===== src/rtl/dog_pkg.sv =====
// Shared constants and types of the departure order gate.
package dog_pkg;

    localparam int DEF_LIST_DEPTH = 16;
    localparam int DEF_ID_WIDTH   = 16;

    localparam int OP_W     = 3;
    localparam int ST_W     = 3;
    localparam int MINOCC_W = 5;
    localparam int APB_DW   = 32;
    localparam int APB_AW   = 3;

    localparam logic [OP_W-1:0] OP_ARRIVE = 3'd0;
    localparam logic [OP_W-1:0] OP_DEPART = 3'd1;
    localparam logic [OP_W-1:0] OP_NODEP  = 3'd2;
    localparam logic [OP_W-1:0] OP_ASK    = 3'd3;
    localparam logic [OP_W-1:0] OP_CLEAR  = 3'd4;

    localparam logic [ST_W-1:0] ST_OK       = 3'd0;
    localparam logic [ST_W-1:0] ST_LISTED   = 3'd1;
    localparam logic [ST_W-1:0] ST_FULL     = 3'd2;
    localparam logic [ST_W-1:0] ST_NOTFOUND = 3'd3;
    localparam logic [ST_W-1:0] ST_IGNORED  = 3'd4;

    // register select is paddr[2]
    localparam logic REG_MIN_OCC = 1'b0;
    localparam logic REG_FIFO    = 1'b1;

    typedef struct packed {
        logic [MINOCC_W-1:0] min_occ;
        logic                fifo;
    } t_cfg;

endpackage


===== src/rtl/dog_cfg.sv =====
// APB configuration registers of the departure order gate.
module dog_cfg (
    input  logic                         i_clk,
    input  logic                         i_rst_n,
    input  logic                         psel,
    input  logic                         penable,
    input  logic                         pwrite,
    input  logic [dog_pkg::APB_AW-1:0]   paddr,
    input  logic [dog_pkg::APB_DW-1:0]   pwdata,
    output logic [dog_pkg::APB_DW-1:0]   prdata,
    output logic                         pready,
    output dog_pkg::t_cfg                o_cfg
);

    logic [dog_pkg::MINOCC_W-1:0] r_min_occ;
    logic                         r_fifo;
    logic                         wr_en;

    assign pready = 1'b1;
    assign wr_en  = psel && penable && pwrite && pready;

    always_ff @(posedge i_clk) begin
        if (!i_rst_n) begin
            r_min_occ <= '0;
            r_fifo    <= 1'b0;
        end else if (wr_en) begin
            unique case (paddr[2])
                dog_pkg::REG_MIN_OCC: r_min_occ <= pwdata[dog_pkg::MINOCC_W-1:0];
                dog_pkg::REG_FIFO:    r_fifo    <= pwdata[0];
                default: ;
            endcase
        end
    end

    always_comb begin
        unique case (paddr[2])
            dog_pkg::REG_MIN_OCC: prdata = dog_pkg::APB_DW'(r_min_occ);
            dog_pkg::REG_FIFO:    prdata = dog_pkg::APB_DW'(r_fifo);
            default:              prdata = '0;
        endcase
    end

    assign o_cfg.min_occ = r_min_occ;
    assign o_cfg.fifo    = r_fifo;

endmodule


===== src/rtl/dog_mem.sv =====
// Arrival list storage: one write port, one registered read port.
module dog_mem #(
    parameter int DEPTH = dog_pkg::DEF_LIST_DEPTH,
    parameter int WIDTH = dog_pkg::DEF_ID_WIDTH
) (
    input  logic                     i_clk,
    input  logic                     i_we,
    input  logic [$clog2(DEPTH)-1:0] i_waddr,
    input  logic [WIDTH-1:0]         i_wdata,
    input  logic [$clog2(DEPTH)-1:0] i_raddr,
    output logic [WIDTH-1:0]         o_rdata
);

    logic [WIDTH-1:0] r_mem [DEPTH];
    logic [WIDTH-1:0] r_rdata;

    always_ff @(posedge i_clk) begin
        if (i_we) begin
            r_mem[i_waddr] <= i_wdata;
        end
        r_rdata <= r_mem[i_raddr];
    end

    assign o_rdata = r_rdata;

endmodule


===== src/rtl/dog_ctrl.sv =====
// Sequencer: serial search, gap closing shift and result register.
module dog_ctrl #(
    parameter int LIST_DEPTH = dog_pkg::DEF_LIST_DEPTH,
    parameter int ID_WIDTH   = dog_pkg::DEF_ID_WIDTH,
    parameter int IDX_W      = $clog2(LIST_DEPTH),
    parameter int CNT_W      = $clog2(LIST_DEPTH + 1)
) (
    input  logic                      i_clk,
    input  logic                      i_rst_n,
    input  dog_pkg::t_cfg             i_cfg,
    input  logic                      i_s_valid,
    output logic                      o_s_ready,
    input  logic [dog_pkg::OP_W-1:0]  i_op,
    input  logic [ID_WIDTH-1:0]       i_id,
    output logic                      o_m_valid,
    input  logic                      i_m_ready,
    output logic                      o_allowed,
    output logic [dog_pkg::ST_W-1:0]  o_status,
    output logic                      o_hvalid,
    output logic [ID_WIDTH-1:0]       o_hid,
    output logic [CNT_W-1:0]          o_occ,
    output logic                      o_we,
    output logic [IDX_W-1:0]          o_waddr,
    output logic [ID_WIDTH-1:0]       o_wdata,
    output logic [IDX_W-1:0]          o_raddr,
    input  logic [ID_WIDTH-1:0]       i_rdata
);

    localparam int CMP_W = (CNT_W > dog_pkg::MINOCC_W) ? CNT_W : dog_pkg::MINOCC_W;

    typedef enum logic [5:0] {
        S_IDLE  = 6'b000001,
        S_SCAN  = 6'b000010,
        S_EXEC  = 6'b000100,
        S_SHIFT = 6'b001000,
        S_HEAD  = 6'b010000,
        S_DONE  = 6'b100000
    } t_state;

    t_state                   r_state, n_state;
    logic [dog_pkg::OP_W-1:0] r_op, n_op;
    logic [ID_WIDTH-1:0]      r_id, n_id;
    logic [CNT_W-1:0]         r_ptr, n_ptr;
    logic                     r_rd_vld, n_rd_vld;
    logic [IDX_W-1:0]         r_rd_idx, n_rd_idx;
    logic                     r_found, n_found;
    logic [IDX_W-1:0]         r_pos, n_pos;
    logic [CNT_W-1:0]         r_count, n_count;
    logic                     r_pflag, n_pflag;
    logic [ID_WIDTH-1:0]      r_pid, n_pid;
    logic                     r_allowed, n_allowed;
    logic [dog_pkg::ST_W-1:0] r_status, n_status;
    logic                     r_hvalid, n_hvalid;
    logic [ID_WIDTH-1:0]      r_hid, n_hid;
    logic                     r_ovalid, n_ovalid;
    logic                     r_oallowed, n_oallowed;
    logic [dog_pkg::ST_W-1:0] r_ostatus, n_ostatus;
    logic                     r_ohvalid, n_ohvalid;
    logic [ID_WIDTH-1:0]      r_ohid, n_ohid;
    logic [CNT_W-1:0]         r_oocc, n_oocc;

    logic hit;
    logic issue;
    logic need_scan;
    logic grant;
    logic occ_met;

    assign hit       = r_rd_vld && (i_rdata == r_id);
    assign issue     = (r_ptr < r_count);
    assign occ_met   = (CMP_W'(r_count) >= CMP_W'(i_cfg.min_occ));
    assign grant     = i_cfg.fifo ? (r_pos == '0) : !(r_pflag && (r_pid != r_id));
    assign need_scan = ((i_op == dog_pkg::OP_ARRIVE) && (i_id != '0))
                    || (i_op == dog_pkg::OP_DEPART)
                    || ((i_op == dog_pkg::OP_ASK) && (i_cfg.min_occ != '0));

    always_comb begin
        n_state    = r_state;
        n_op       = r_op;
        n_id       = r_id;
        n_ptr      = r_ptr;
        n_rd_vld   = r_rd_vld;
        n_rd_idx   = r_rd_idx;
        n_found    = r_found;
        n_pos      = r_pos;
        n_count    = r_count;
        n_pflag    = r_pflag;
        n_pid      = r_pid;
        n_allowed  = r_allowed;
        n_status   = r_status;
        n_hvalid   = r_hvalid;
        n_hid      = r_hid;
        n_ovalid   = r_ovalid && !i_m_ready;
        n_oallowed = r_oallowed;
        n_ostatus  = r_ostatus;
        n_ohvalid  = r_ohvalid;
        n_ohid     = r_ohid;
        n_oocc     = r_oocc;
        o_we       = 1'b0;
        o_waddr    = r_count[IDX_W-1:0];
        o_wdata    = r_id;
        o_raddr    = r_ptr[IDX_W-1:0];

        unique case (r_state)
            S_IDLE: begin
                if (i_s_valid) begin
                    n_op      = i_op;
                    n_id      = i_id;
                    n_ptr     = '0;
                    n_rd_vld  = 1'b0;
                    n_found   = 1'b0;
                    n_allowed = 1'b0;
                    n_status  = dog_pkg::ST_OK;
                    n_hvalid  = 1'b0;
                    n_hid     = '0;
                    n_state   = need_scan ? S_SCAN : S_EXEC;
                end
            end
            S_SCAN: begin
                if (hit) begin
                    n_found  = 1'b1;
                    n_pos    = r_rd_idx;
                    n_rd_vld = 1'b0;
                    n_state  = S_EXEC;
                end else if (issue) begin
                    n_ptr    = r_ptr + CNT_W'(1);
                    n_rd_vld = 1'b1;
                    n_rd_idx = r_ptr[IDX_W-1:0];
                end else begin
                    n_rd_vld = 1'b0;
                    n_state  = S_EXEC;
                end
            end
            S_EXEC: begin
                n_state = S_DONE;
                unique case (r_op)
                    dog_pkg::OP_ARRIVE: begin
                        if (r_id == '0) begin
                            n_status = dog_pkg::ST_IGNORED;
                        end else if (r_found) begin
                            n_status = dog_pkg::ST_LISTED;
                        end else if (r_count == CNT_W'(LIST_DEPTH)) begin
                            n_status = dog_pkg::ST_FULL;
                        end else begin
                            o_we    = 1'b1;
                            n_count = r_count + CNT_W'(1);
                        end
                    end
                    dog_pkg::OP_DEPART: begin
                        n_rd_vld = 1'b0;
                        if (r_found) begin
                            n_ptr   = CNT_W'(r_pos) + CNT_W'(1);
                            n_pflag = 1'b0;
                            n_pid   = '0;
                            n_state = S_SHIFT;
                        end else begin
                            n_status = dog_pkg::ST_NOTFOUND;
                            if (i_cfg.fifo && (r_count != '0)) begin
                                n_state = S_HEAD;
                            end
                        end
                    end
                    dog_pkg::OP_NODEP: begin
                        if (!i_cfg.fifo && r_pflag && (r_pid == r_id)) begin
                            n_pflag = 1'b0;
                            n_pid   = '0;
                        end else begin
                            n_status = dog_pkg::ST_IGNORED;
                        end
                    end
                    dog_pkg::OP_ASK: begin
                        if (i_cfg.min_occ == '0) begin
                            n_allowed = 1'b1;
                        end else if (!r_found) begin
                            n_status = dog_pkg::ST_NOTFOUND;
                        end else if (occ_met) begin
                            n_allowed = grant;
                            if (grant) begin
                                n_pflag = 1'b1;
                                n_pid   = r_id;
                            end
                        end
                    end
                    dog_pkg::OP_CLEAR: begin
                        n_count = '0;
                    end
                    default: begin
                        n_status = dog_pkg::ST_IGNORED;
                    end
                endcase
            end
            S_SHIFT: begin
                // read entry k+1 while writing the word fetched before into entry k
                o_waddr = r_rd_idx - IDX_W'(1);
                o_wdata = i_rdata;
                o_we    = r_rd_vld;
                if (issue) begin
                    n_ptr    = r_ptr + CNT_W'(1);
                    n_rd_vld = 1'b1;
                    n_rd_idx = r_ptr[IDX_W-1:0];
                end else begin
                    n_rd_vld = 1'b0;
                    if (!r_rd_vld) begin
                        n_count = r_count - CNT_W'(1);
                        n_state = (i_cfg.fifo && (r_count != CNT_W'(1))) ? S_HEAD : S_DONE;
                    end
                end
            end
            S_HEAD: begin
                o_raddr = '0;
                if (!r_rd_vld) begin
                    n_rd_vld = 1'b1;
                end else begin
                    n_rd_vld = 1'b0;
                    n_hvalid = 1'b1;
                    n_hid    = i_rdata;
                    n_state  = S_DONE;
                end
            end
            S_DONE: begin
                if (!r_ovalid || i_m_ready) begin
                    n_ovalid   = 1'b1;
                    n_oallowed = r_allowed;
                    n_ostatus  = r_status;
                    n_ohvalid  = r_hvalid;
                    n_ohid     = r_hid;
                    n_oocc     = r_count;
                    n_state    = S_IDLE;
                end
            end
            default: begin
                n_state = S_IDLE;
            end
        endcase
    end

    always_ff @(posedge i_clk) begin
        if (!i_rst_n) begin
            r_state  <= S_IDLE;
            r_count  <= '0;
            r_pflag  <= 1'b0;
            r_pid    <= '0;
            r_rd_vld <= 1'b0;
            r_ovalid <= 1'b0;
        end else begin
            r_state  <= n_state;
            r_count  <= n_count;
            r_pflag  <= n_pflag;
            r_pid    <= n_pid;
            r_rd_vld <= n_rd_vld;
            r_ovalid <= n_ovalid;
        end
    end

    always_ff @(posedge i_clk) begin
        r_op       <= n_op;
        r_id       <= n_id;
        r_ptr      <= n_ptr;
        r_rd_idx   <= n_rd_idx;
        r_found    <= n_found;
        r_pos      <= n_pos;
        r_allowed  <= n_allowed;
        r_status   <= n_status;
        r_hvalid   <= n_hvalid;
        r_hid      <= n_hid;
        r_oallowed <= n_oallowed;
        r_ostatus  <= n_ostatus;
        r_ohvalid  <= n_ohvalid;
        r_ohid     <= n_ohid;
        r_oocc     <= n_oocc;
    end

    assign o_s_ready = (r_state == S_IDLE);
    assign o_m_valid = r_ovalid;
    assign o_allowed = r_oallowed;
    assign o_status  = r_ostatus;
    assign o_hvalid  = r_ohvalid;
    assign o_hid     = r_ohid;
    assign o_occ     = r_oocc;

endmodule


===== src/rtl/departure_order_gate.sv =====
// Departure order gate: top level with stream ports and APB configuration.
// A valid result word follows each accepted word after the serial search and
// the gap closing shift through the list memory (one entry per cycle, registered
// read port), plus any wait on the receiver. One word is in flight at a time;
// the next word is taken once the result is loaded into the output register.
// Reset: synchronous, active low; clears count, pending mark, config and FSM.
module departure_order_gate #(
    parameter int LIST_DEPTH = dog_pkg::DEF_LIST_DEPTH,
    parameter int ID_WIDTH   = dog_pkg::DEF_ID_WIDTH,
    localparam int IDX_W     = $clog2(LIST_DEPTH),
    localparam int CNT_W     = $clog2(LIST_DEPTH + 1),
    localparam int IN_W      = ((dog_pkg::OP_W + ID_WIDTH + 7) / 8) * 8,
    localparam int OUT_BITS  = 2 + dog_pkg::ST_W + ID_WIDTH + CNT_W,
    localparam int OUT_W     = ((OUT_BITS + 7) / 8) * 8
) (
    input  logic                        i_clk,
    input  logic                        i_rst_n,
    input  logic                        s_axis_tvalid,
    output logic                        s_axis_tready,
    // opcode, vehicle_id
    input  logic [IN_W-1:0]             s_axis_tdata,
    output logic                        m_axis_tvalid,
    input  logic                        m_axis_tready,
    // allowed, status, head_valid, head_id, occupancy
    output logic [OUT_W-1:0]            m_axis_tdata,
    input  logic                        psel,
    input  logic                        penable,
    input  logic                        pwrite,
    input  logic [dog_pkg::APB_AW-1:0]  paddr,
    input  logic [dog_pkg::APB_DW-1:0]  pwdata,
    output logic [dog_pkg::APB_DW-1:0]  prdata,
    output logic                        pready
);

    dog_pkg::t_cfg            cfg;
    logic                     allowed;
    logic [dog_pkg::ST_W-1:0] status;
    logic                     hvalid;
    logic [ID_WIDTH-1:0]      hid;
    logic [CNT_W-1:0]         occ;
    logic                     we;
    logic [IDX_W-1:0]         waddr;
    logic [ID_WIDTH-1:0]      wdata;
    logic [IDX_W-1:0]         raddr;
    logic [ID_WIDTH-1:0]      rdata;

    dog_cfg u_cfg (
        .i_clk   (i_clk),
        .i_rst_n (i_rst_n),
        .psel    (psel),
        .penable (penable),
        .pwrite  (pwrite),
        .paddr   (paddr),
        .pwdata  (pwdata),
        .prdata  (prdata),
        .pready  (pready),
        .o_cfg   (cfg)
    );

    dog_mem #(
        .DEPTH (LIST_DEPTH),
        .WIDTH (ID_WIDTH)
    ) u_mem (
        .i_clk   (i_clk),
        .i_we    (we),
        .i_waddr (waddr),
        .i_wdata (wdata),
        .i_raddr (raddr),
        .o_rdata (rdata)
    );

    dog_ctrl #(
        .LIST_DEPTH (LIST_DEPTH),
        .ID_WIDTH   (ID_WIDTH),
        .IDX_W      (IDX_W),
        .CNT_W      (CNT_W)
    ) u_ctrl (
        .i_clk     (i_clk),
        .i_rst_n   (i_rst_n),
        .i_cfg     (cfg),
        .i_s_valid (s_axis_tvalid),
        .o_s_ready (s_axis_tready),
        .i_op      (s_axis_tdata[dog_pkg::OP_W-1:0]),
        .i_id      (s_axis_tdata[dog_pkg::OP_W+ID_WIDTH-1:dog_pkg::OP_W]),
        .o_m_valid (m_axis_tvalid),
        .i_m_ready (m_axis_tready),
        .o_allowed (allowed),
        .o_status  (status),
        .o_hvalid  (hvalid),
        .o_hid     (hid),
        .o_occ     (occ),
        .o_we      (we),
        .o_waddr   (waddr),
        .o_wdata   (wdata),
        .o_raddr   (raddr),
        .i_rdata   (rdata)
    );

    assign m_axis_tdata = OUT_W'({occ, hid, hvalid, status, allowed});

endmodule


===== config.mk =====
export PLATFORM = sky130hd
export DESIGN_NAME = departure_order_gate
export DESIGN_NICKNAME = d
export VERILOG_FILES = /design/src/rtl/dog_pkg.sv /design/src/rtl/dog_cfg.sv /design/src/rtl/dog_mem.sv /design/src/rtl/dog_ctrl.sv /design/src/rtl/departure_order_gate.sv
export SDC_FILE = /design/constraint.sdc
export NUM_CORES = 1
export LEC_CHECK = 0
export BUFFER_PORTS_ARGS = -buffer_cell sky130_fd_sc_hd__buf_2
export CAP_MARGIN = 20
export CORE_ASPECT_RATIO = 0.5
export CORE_MARGIN = 10
export CORE_UTILIZATION = 37
export CTS_BUF_LIST = sky130_fd_sc_hd__clkbuf_16
export DETAILED_ROUTE_END_ITERATION = 6
export PLACE_DENSITY = 0.53
export SETUP_SLACK_MARGIN = 0.4
export SLEW_MARGIN = 10
export SYNTH_ARGS = -nofsm -noshare
export SYNTH_HDL_FRONTEND = slang
export SYNTH_HIERARCHICAL = 1
export SYNTH_SLANG_ARGS = --single-unit

===== constraint.sdc =====
create_clock -name i_clk -period 4.15 [get_ports i_clk]
set_input_delay 0.415 -clock i_clk [delete_from_list [all_inputs] [get_ports i_clk]]
set_output_delay 0.415 -clock i_clk [all_outputs]
set_load 0.005 [all_outputs]

# Word-level counts from Yosys, hierarchy flattened
# Memories as Yosys holds them, arrays and structs flattened. A register that Yosys moved wholly into a read port is not among the register bits.
# Cells that the tools add are included.
# word_totals
reg_bits,116
latch_bits,0
mem_bits_rw,256
mem_bits_ro,0
inputBits,66
word_cells,209
memories,1
# classes
addsub,5
mul,0
div_mod_pow,0
magnitude_cmp,2
eq_ne,44
shift,0
muxes,84
bitwise_logic,1
reduce_logical,49
# mem_list
name,depth,word_bits,read_ports,rd_clocked_by_memory_dff,wr,line,rtl
u_mem.r_mem,16,16,1,1,1,dog_mem.sv:14,logic [WIDTH-1:0] r_mem [DEPTH];
# op_table
op,count
$mux 16,9
$mux 6,11
$pmux 32 s2,1
$mux 5,10
$pmux 16 s3,1
$pmux 6 s6,1
$eq 16x16->1,2
$pmux 16 s2,1
$mux 1,26
$mux 3,8
$ne 2x1->1 const B,10
$pmux 5 s2,2
$pmux 5 s4,1
$ne 3x3->1 const B,6
$logic_not 16->1,1
$mux 4,4
$ne 16x16->1,1
$reduce_bool 16->1,1
$pmux 3 s5,1
$reduce_bool 5->1,3
$ne 2x2->1 const B,7
$reduce_and 2->1,6
$reduce_and 6->1,2
$logic_and 1x1->1,11
38 further kinds,59

# Logic depth before layout (Yosys ltp)
# Gate-level depths: netlist (run 1).
# depth
depth_word,9
depth_mapped,10
ltp_nobuf,9

# By module
# Netlist (run 1), hierarchy kept.
# modules_own_cells
mod,instances,cells_each,area_each_um2
dog_mem,1,432,10042.1
dog_ctrl,1,490,5311.3
dog_cfg,1,63,524.3
departure_order_gate,1,9,63.8

# Least setup slack after synthesis (run 1)
# OpenSTA, ideal clock, no wires.
# synth_path
path_kind,register to register
startpoint,register u_ctrl.r_state[3]
endpoint,"memory u_mem/r_mem[0][0] in the netlist's numbering, enable pin"
setup_ps,409
arrival_time_ps,3152
t_required_ps,3741
slack_ps,589
path_stages_with_launch,8
n_path_buf,3
cell_sequence,dfxtp_1 -> clkbuf_1 -> and3_1 -> clkbuf_1 -> clkbuf_1 -> o21ai_0 -> or3b_2 -> nor3_1
# synth_lines
element,line,rtl
"start, declared",dog_ctrl.sv:40,"t_state r_state, n_state;"
"start signal, assigned",dog_ctrl.sv:245,r_state <= n_state;
$eq 6x4->1,dog_ctrl.sv:103,unique case (r_state)
$mux 4,dog_ctrl.sv:103,
net waddr[2],departure_order_gate.sv:42,logic [IDX_W-1:0] waddr;
"end, declared",dog_mem.sv:14,
# The timed path passes the listed nets, and every way through them passes these cells.

# Worst setup path in the final report (run 1)
# layout_path
startpoint,register u_ctrl.r_state[1]
endpoint,"memory u_mem/r_mem[13][13] in the netlist's numbering, enable pin"
# The elaborated chain is that of the path after synthesis.

==> results of run 1 <==
## cells in the mapped netlist, drive strengths merged, types with 2 or more instances
cell type  instances
inv               19
and2b              4
and3               4
a21o               2
o221a              2
nand2b             7
o21ai             20
conb               3
o22ai              5
nor2              41
nor3              13
or3                2
nand4             13
nor4b              2
dfxtp             52
nor2b              5
nand4b             2
mux4              64
a22o              16
xor2               8
and2              26
nand3             12
o41ai              3
edfxtp           336
a21boi             3
nand2            107
a22oi             35
clkbuf            20
a31oi              7
mux2               3
a211oi             3
o211ai             2
mux2i              8
ha                15
a21oi             17
nand3b             2
buf               55
or2                3
nor4              11
xnor2             30
## worst max path at each step
stage	startpoint	endpoint	slack, ns	cells after the start
floorplan	u_ctrl/r_state[3]	u_mem/r_mem[0][0]	0.59	7
global placement	u_ctrl/r_state[1]	u_mem/r_mem[7][10]	0.93	6
detailed placement	u_ctrl/r_state[1]	u_mem/r_mem[7][6]	0.79	6
CTS	u_ctrl/r_state[1]	u_mem/r_mem[7][5]	0.77	6
global route	u_ctrl/r_state[1]	u_mem/r_mem[4][1]	0.82	8
finish	u_ctrl/r_state[1]	u_mem/r_mem[13][13]	1.00	8
## worst max-delay path: cells and delay by family (launching register included)
kind | cells | cell delay [ns]
AO/OA/AOI/OAI | 1 | 0.23
AND/OR/NAND/NOR | 5 | 1.50
buffers and inverters | 2 | 0.67
flip-flops | 1 | 0.39
## stage by stage
| step | hold slack, ns | power, mW |
|---|---|---|
| after detailed placement | 0.405 | 6.41 |
| final | 0.0629 | 9.58 |
| after global placement | 0.402 | 6.39 |
| after CTS | 0.0411 | 9.67 |
| after global routing | 0.0478 | 9.96 |
| after floorplan | 0.400 | 5.89 |
## kinds of logic after synthesis
group	Yosys count	share of synthesized area (%)
flip-flops	388	69.8
AND/OR/NAND/NOR	258	8.03
AO/OA/AOI/OAI	122	5.33
buffers and inverters	95	3.49
multiplexers	75	9.99
XOR/XNOR	38	2.09
adder cells (fa/ha/maj)	15	1.18
other	3	0.0706
## flip-flops by register name (all words and copies together), names as in the netlist, 3 cells and up
register,count
u_cfg/r_min_occ,5
u_ctrl/o_hid,16
u_ctrl/o_occ,5
u_ctrl/o_status,3
u_ctrl/r_count,5
u_ctrl/r_hid,16
u_ctrl/r_id,16
u_ctrl/r_op,3
u_ctrl/r_pid,16
u_ctrl/r_pos,4
u_ctrl/r_ptr,5
u_ctrl/r_rd_idx,4
u_ctrl/r_state,6
u_ctrl/r_status,3
u_mem/o_rdata,16
u_mem/r_mem,256
## cell type report
| class | count | area, um2 | area share, % |
|---|---|---|---|
| flip-flops and latches | 388 | 11100 | 61.3 |
| multi-input cells | 542 | 4430 | 24.4 |
| clock buffers | 38 | 951 | 5.24 |
| well taps | 577 | 722 | 3.98 |
| repair buffers | 101 | 627 | 3.45 |
| clock inverters | 31 | 213 | 1.17 |
| inverters | 20 | 75.1 | 0.414 |
## where the power goes
| group | internal [mW] | switching, mW |
|---|---|---|
| registers | 4.56 | 0.281 |
| logic | 0.641 | 0.843 |
| clock network | 1.80 | 1.44 |
| total | 7.01 | 2.57 |
## per-layer routing
layer	track usage (%)	up-vias	wire length, um
met2	22.0	279	17200
met3	3.27	56	2630
met5	0	-	0
met4	4.00	0	847
met1	19.5	4542	17200
li1	-	3970	-
==> summary by stage, run 1 <==
Outcome
The run finished with clean final reports.

STA
The highest clock rate is around 320 MHz. Measured against its own limit, the worst slew margin works out to a little over a third. The worst path setup slack after routing is about 1 ns. The final-layout setup total negative slack is 0 ns. The period utilization is between 70% and 80%. At the pin with the least slew margin, the transition time is roughly 0.98 ns. Setup violations remaining at the end of the flow were counted as 0. The number of hold-slack violations in the final timing report is 0. The final count of pins violating max slew was 0. The minimum period implied by the final worst setup slack is 3.15 ns. Setup repair after global routing left no endpoint under its margin. Clock skew on the completed layout was measured at roughly 0.017 ns.

Synthesis
Of all cell types, the one taking the most synthesized area is sky130_fd_sc_hd__edfxtp_1. The portion of synthesized cell area occupied by the leading cell type is a little over three fifths. Ranked by total cell area, the synthesized netlist is headed by sky130_fd_sc_hd__edfxtp_1 (63%), sky130_fd_sc_hd__mux4_2 (7.6%), sky130_fd_sc_hd__dfxtp_1 (6.5%).

The gate count after technology mapping is between 900 and 1000. The cell area after technology mapping is roughly 16000 um2. The warning count from the yosys run is 6. The average footprint of a synthesized cell is roughly 16 um2. The fraction of synthesis flops using an asynchronous set or reset pin is 0%. Of the synthesized area, sequential elements account for a little over two thirds. The number of distinct standard cells referenced by the synthesized netlist is slightly below 60. Counting flops and latches in the post-synthesis netlist gives between 300 and 400. The dominant register cell in the synthesized netlist is sky130_fd_sc_hd__edfxtp_1. In this run, synthesis inferred 336 flip-flops with an integrated enable.

Critical path
The critical path startpoint category is a flop. On the critical path, the stage with the largest delay is an instance of sky130_fd_sc_hd__and3_1. The signal arrival time at the worst endpoint is ~3.4 ns.

Measured in cells, the most critical reg-to-reg path has a length of 8. The worst-path maximum fanout is 18. Data on the critical path is required at its endpoint by about 4.4 ns.

In this run the critical register-to-register path is launched from u_ctrl/r_state[1]. The most numerous cell type found on the critical path is sky130_fd_sc_hd__buf_4. In this design, the stage delay of the slowest critical-path cell is 0.65 ns.

The kind of critical path is flop to flop. The critical path goes through nor2_1 -> and3_1 -> buf_4 -> nand2_1 -> o21ai_0 -> nand3_1 -> nor2_2 -> buf_4. The slack of the worst reg-to-reg path is 1.00 ns.

The endpoint identified for the worst register-to-register timing path is u_mem/r_mem[13][13]. The endpoint kind of the worst setup timing path is a flop.

Die
about 130 I/O pins were placed. The core region is about 42000 um2. The total die area is ~52000 um2. The die span in y is 167 um. The number of core rows is 53. For this configuration, the core starts out at a cell density of between 30% and 40%. In this run the horizontal extent of the chip is 314 um.

Drt
The length of the first detailed-routing pass in iterations is 5. For this block, the routed nets add up to ~38 mm of wire. Once detail routing completed, the nets flagged for antenna violations numbered 0.

The first-iteration detailed-routing DRC count is around 740. The via count of the routed design is ~9000. The post-route DRC violation count is 0. Using the TritonRoute via totals, the vias-per-cell ratio works out to approximately 5.2. The post-detailed-route wirelength per cell is between 20 and 25 um.

Cells and area
The share of layout cells above drive strength 1 is 21.3%. After routing the design area is roughly 18000 um2. Once layout is complete, the utilization of the core stands at a little over two fifths. The top cell types in the final layout, fill and taps aside, are sky130_fd_sc_hd__edfxtp_1 (336), sky130_fd_sc_hd__nand2_1 (107), sky130_fd_sc_hd__buf_2 (64). The number of antenna repair diodes is 0. Once layout is complete, the cells apart from fillers number roughly 1700. The final layout contains 1172 nets. The layout overhead on the synthesized area is 13.8%. The number of filler cells placed in the layout is approximately 3700. Leaving out fill and tap cells, the most frequent cell in the layout is sky130_fd_sc_hd__edfxtp_1.

Global route
The global-route usage over all layers is between 10% and 20%. The sum of overflow across all layers after global routing is 0. The via count of the first global-routing pass came to about 9000. The first global-routing pass estimated 56.5 mm of wire. The number of antenna violations at the first check in global routing is 0. The maximum number of pins on one net before global-route repair is 44.

Worst hold path
The endpoint of the worst hold path is u_ctrl/r_id[3]. The type of the tightest min-delay check is input pin to flop. Counting instances, the worst hold path has a depth of 1. The startpoint identified for the worst hold timing path is s_axis_tdata[6].

Place
The final estimated routing congestion in global placement is between 0.8 and 0.9. Prior to clock tree synthesis, the placed netlist has a worst setup slack of ~0.79 ns. Once placement completed, the tool counted placed cells totaling roughly 1600.

The final HPWL from detailed placement is 25.0 mm. Buffers placed on the I/O ports in this run total between 60 and 70. The post-place instance area is 17000 um2.

Clocking
The master cell of the clock root buffer is sky130_fd_sc_hd__clkbuf_16. The clock tree from TritonCTS is yes. Counting along the longest clock path gives a buffer depth of 3. The TritonCTS buffer count is 38. In this run the post-CTS setup repair buffer count came out at 0. The total clock sinks is about 390. The number of hold buffers added after CTS is 0. The post-cts repair resize count is 0.

The insertion delay of the later-clocked pin in the worst-skew pair is about 0.55 ns. The clock-pin slew on the worst setup and hold paths is approximately 0.06 ns. The H-tree was split into 2 levels.

Power
In this run the static leakage power is roughly 6.3 nW. The power density of the placed cells is ~530 nW/um2. The peak supply drop is ~0.00023 V.

Flow run
Across the run, the number of max-cap violations was 0.
(Power assumes the default switching activity.)
==> run 2: changes to the inputs <==
ABC_AREA = 1   (was unset)
PLACE_DENSITY = 0.52   (was 0.53)
clock period = 2.93 ns   (was 4.15 ns; I/O delays follow)
==> run 2 against run 1 <==
Effect of this change:
- non-clock buffer count rose by 45
- design area rose by 14%
- die area rose by 11%
- global-route usage rose by 1.2 points
- wire length rose by 21%
- sequential power rose by 53%
- clock power rose by 52%
- hold slack got worse by 0.040 ns
- total power rose by 91%
- cell count rose by 56%
- largest cell class unchanged
==> summary by stage, run 2 <==
Die
The total die area was 57900 um2 (+11%). The core area is 47200 um2 (+12%). The die span in y is 175 um (+5.1%). The I/O pin count is 133 (unchanged).

The initial core utilization is 37.8% (about the same). The horizontal die dimension is 331 um (+5.4%). The number of core rows came to 56 (+5.7%).

Drt
The first-iteration detailed-routing DRC count came to 1064 (+44%). The remaining number of nets flagged by the antenna check after routing is 0 (unchanged). The average via count per standard cell came to 4.72 (-9.4%). The post-route DRC violation count came to 0 (unchanged). The post-detailed-route wirelength per cell is 17.3 um (-22%). The length of the first detailed-routing pass in iterations is 5 (unchanged). The final routed wirelength across all metal layers is 45.8 mm (+21%). The via count of the routed design is 12500 (+41%).

Cells and area
The layout overhead on the synthesized area is 15.5%. The post-layout net count is 2059 (+76%). The final instance area is 20600 um2 (+14%).

The library cell used most frequently in the layout, excluding fill and tap cells, is sky130_fd_sc_hd__nand2_1. The share of layout cells above drive strength 1 is 12.5% (-8.8 points). The end-of-flow core utilization came to 43.6% (+0.67 points). The flip-flop count of the largest register, all copies and words added is 256 (unchanged). In the layout the commonest cells are sky130_fd_sc_hd__nand2_1 (512), sky130_fd_sc_hd__edfxtp_1 (336), sky130_fd_sc_hd__inv_1 (310). The largest register by flop count is u_mem/r_mem.

Global route
The number of antenna violations at the first check in global routing was 1 (+1). The maximum number of pins on one net before global-route repair came to 69 (+57%). The global-route usage over all layers is 15.3% (+1.2 points).

The first-pass GRT wire length was 69.3 mm (+23%). The via count of the first global-routing pass was 11600 (+29%). The sum of overflow across all layers after global routing was 0 (unchanged).

Synthesis
The number of flops mapped to enable cells by yosys came to 336 (unchanged). The warning count from the yosys run is 6 (unchanged). Yosys attributes the largest share of cell area to sky130_fd_sc_hd__edfxtp_1 (57%), sky130_fd_sc_hd__nand2_1 (11%), sky130_fd_sc_hd__nand3_1 (6.8%). The average footprint of a synthesized cell is 9.57 um2 (-40%). The number of distinct standard cells referenced by the synthesized netlist is 44 (-24%). The portion of synthesized cell area occupied by the leading cell type came to 56.6% (-6.7 points). The dominant register cell in the synthesized netlist is sky130_fd_sc_hd__edfxtp_1.

After synthesis, the most frequently instantiated cells are sky130_fd_sc_hd__nand2_1 (514), sky130_fd_sc_hd__edfxtp_1 (336), sky130_fd_sc_hd__inv_1 (298). sky130_fd_sc_hd__edfxtp_1 takes more of the synthesized area than any other cell. The synthesized flop and latch total is 388 (unchanged).

The cell area after technology mapping is 17800 um2 (+12%). The most common cell in the synthesized netlist is sky130_fd_sc_hd__nand2_1. The register area share after synthesis is 62.4% (-7.4 points). The fraction of synthesis flops using an asynchronous set or reset pin is 0% (unchanged). The gate count after technology mapping is 1864 (+88%).

Clocking
The insertion delay of the later-clocked pin in the worst-skew pair is 0.55 ns (about the same). The maximum number of buffers from clock root to sink is 3 (unchanged). The master cell of the clock root buffer is sky130_fd_sc_hd__clkbuf_16. The clock-pin slew on the worst setup and hold paths is 0.06 ns (about the same). The total clock sinks is 388 (unchanged).

The TritonCTS buffer count is 38 (unchanged). The clock tree from TritonCTS is yes. The level count of the clock H-tree is 2 (unchanged).

Place
The number of buffer cells added on primary ports is 64 (unchanged). The post-place instance area is 19100 um2 (+13%). The final HPWL from detailed placement is 29.4 mm (+18%).

The final estimated routing congestion in global placement is 0.836 (-1.6%).

Critical path
The launch point of the worst reg-to-reg path is u_ctrl/r_state[0]. The critical path data required time is 3.17 ns (-1.18 ns). STA classifies the critical path startpoint as a flop. The terminus of the critical flop-to-flop path is u_mem/r_mem[3][12]. The worst-path maximum fanout came to 11 (-7).

The slack of the worst reg-to-reg path came to 0.47 ns (-0.53 ns). STA classifies the critical path endpoint as a flop. The critical path is of the flop to flop type.

The number of cells traversed by the worst register-to-register path was 7 (-1). The signal arrival time at the worst endpoint was 2.70 ns (-0.65 ns).

Power
The overall power consumption is 18.3 mW (+91%). The static power due to leakage came to 8.79 nW (+41%). The peak supply drop is 0.000424 V (+83%). The power density of the placed cells was 886 nW/um2 (+68%).

STA
The number of hold-slack violations in the final timing report is 0 (unchanged). The worst max-slew margin expressed relative to the limit came to 36.0% (+1.1 points). The transition time at the pin with the least slew margin is 0.959 ns (-0.0172 ns).

Setup repair after global routing left no endpoint under its margin. The final count of pins violating max slew was 0 (unchanged). The number of setup violations in the final report is 0 (unchanged). The minimum period implied by the final worst setup slack is 2.46 ns (-0.688 ns). The final-layout setup total negative slack is 0 ns (unchanged). The period utilization is 83.9% (+8.1 points).

The highest clock rate is 407 MHz (+28%). The setup skew after layout is 0.0246 ns (+0.00773 ns).

Worst hold path
In this run the worst hold path is classified as input pin to flop. The cell depth of the worst hold path came to 1 (unchanged). The origin of the worst min-delay path is s_axis_tdata[1]. The endpoint of the worst hold path is u_ctrl/r_op[1].

Outcome
The run finished with clean final reports.

Flow run
The number of max-capacitance violations reported is 0 (unchanged).
[run 2: repair_timing]
| action | in CTS | in global routing |
|---|---|---|
| endpoints found under the setup margin | 217 | 283 |
| hold endpoints to repair | 18 | 0 |
| resized for setup | 6 | 12 |
| hold buffers | 18 | 0 |
| cloned | 2 | 1 |
| pin swaps | 3 | 2 |
| buffers inserted | 1 | 0 |
[run 2: power breakdown]
| group | total, mW | switching [mW] | internal [mW] |
|---|---|---|---|
| combinational | 5.93 | 4.21 | 1.72 |
| sequential | 7.39 | 0.416 | 6.98 |
| clock | 4.94 | 2.10 | 2.85 |
[run 2: logic make-up (layout without fill, tap and decap cells)]
kind of cell               after synthesis  in the layout  synth area share, %
AOI/OAI and AO/OA                       98             98                 2.97
xor gates and xnor gates                11             11                0.540
adders and majority gates               15             15                 1.05
buffers and inverters                  426            533                 10.7
DFF                                    388            388                 62.4
muxes                                    1              1               0.0561
other                                    3             35               0.0631
and+or+nand+nor                        922            924                 22.2
[run 2: critical path, cell delays in order, from the launching register on]
cell                      delay [ns]
sky130_fd_sc_hd__dfxtp_1        0.34
sky130_fd_sc_hd__nor2_2         0.21
sky130_fd_sc_hd__nand4_1        0.17
sky130_fd_sc_hd__buf_4          0.24
sky130_fd_sc_hd__o21ai_1        0.41
sky130_fd_sc_hd__nand2_1        0.29
sky130_fd_sc_hd__nor2_2         0.22
sky130_fd_sc_hd__buf_4          0.26
[run 2: per-layer routing]
| metal | part of all wire, % | track usage (%) | routed length [um] | vias up |
|---|---|---|---|---|
| met2 | 44 | 23.5 | 20000 | 294 |
| met3 | 5.4 | 2.49 | 2450 | 65 |
| li1 | - | - | - | 6172 |
| met5 | 0 | 0 | 0 | - |
| met4 | 2.3 | 4.17 | 1040 | 0 |
| met1 | 49 | 22.2 | 22300 | 5948 |
[run 2: stage by stage]
step / setup slack, ns / hold WS (ns) / instances
finish: 0.473 / 0.0229 / 2643
global route: 0.408 / 0.00996 / 2643
CTS: 0.412 / 0.00607 / 2641
detailed placement: 0.287 / 0.408 / 2554
global placement: 0.285 / 0.403 / 2554
floorplan: 0.324 / 0.392 / 1895
[run 2: area by class of cell]
type                    instances  area [um2]
diodes                          1        2.50
clock buffers                  39         976
clock inverters                27         258
fillers                      4535       26600
inverters                     321        1220
multi-input cells            1083        5030
flip-flops and latches        388       11100
well taps                     638         798
repair buffers                146        1200
[run 2: worst max-delay path by stage]
stage / start / to / slack (ns)
2_1_floorplan: u_ctrl/r_state[5] / u_mem/r_mem[14][0] / 0.32
3_3_place_gp: u_ctrl/r_ptr[1] / u_mem/o_rdata[12] / 0.29
3_5_place_dp: u_ctrl/r_state[5] / u_mem/r_mem[9][7] / 0.29
4_1_cts: u_ctrl/r_id[6] / u_mem/r_mem[3][12] / 0.41
5_1_grt: u_ctrl/r_state[5] / u_mem/r_mem[3][4] / 0.41
6_report: u_ctrl/r_state[0] / u_mem/r_mem[3][12] / 0.47
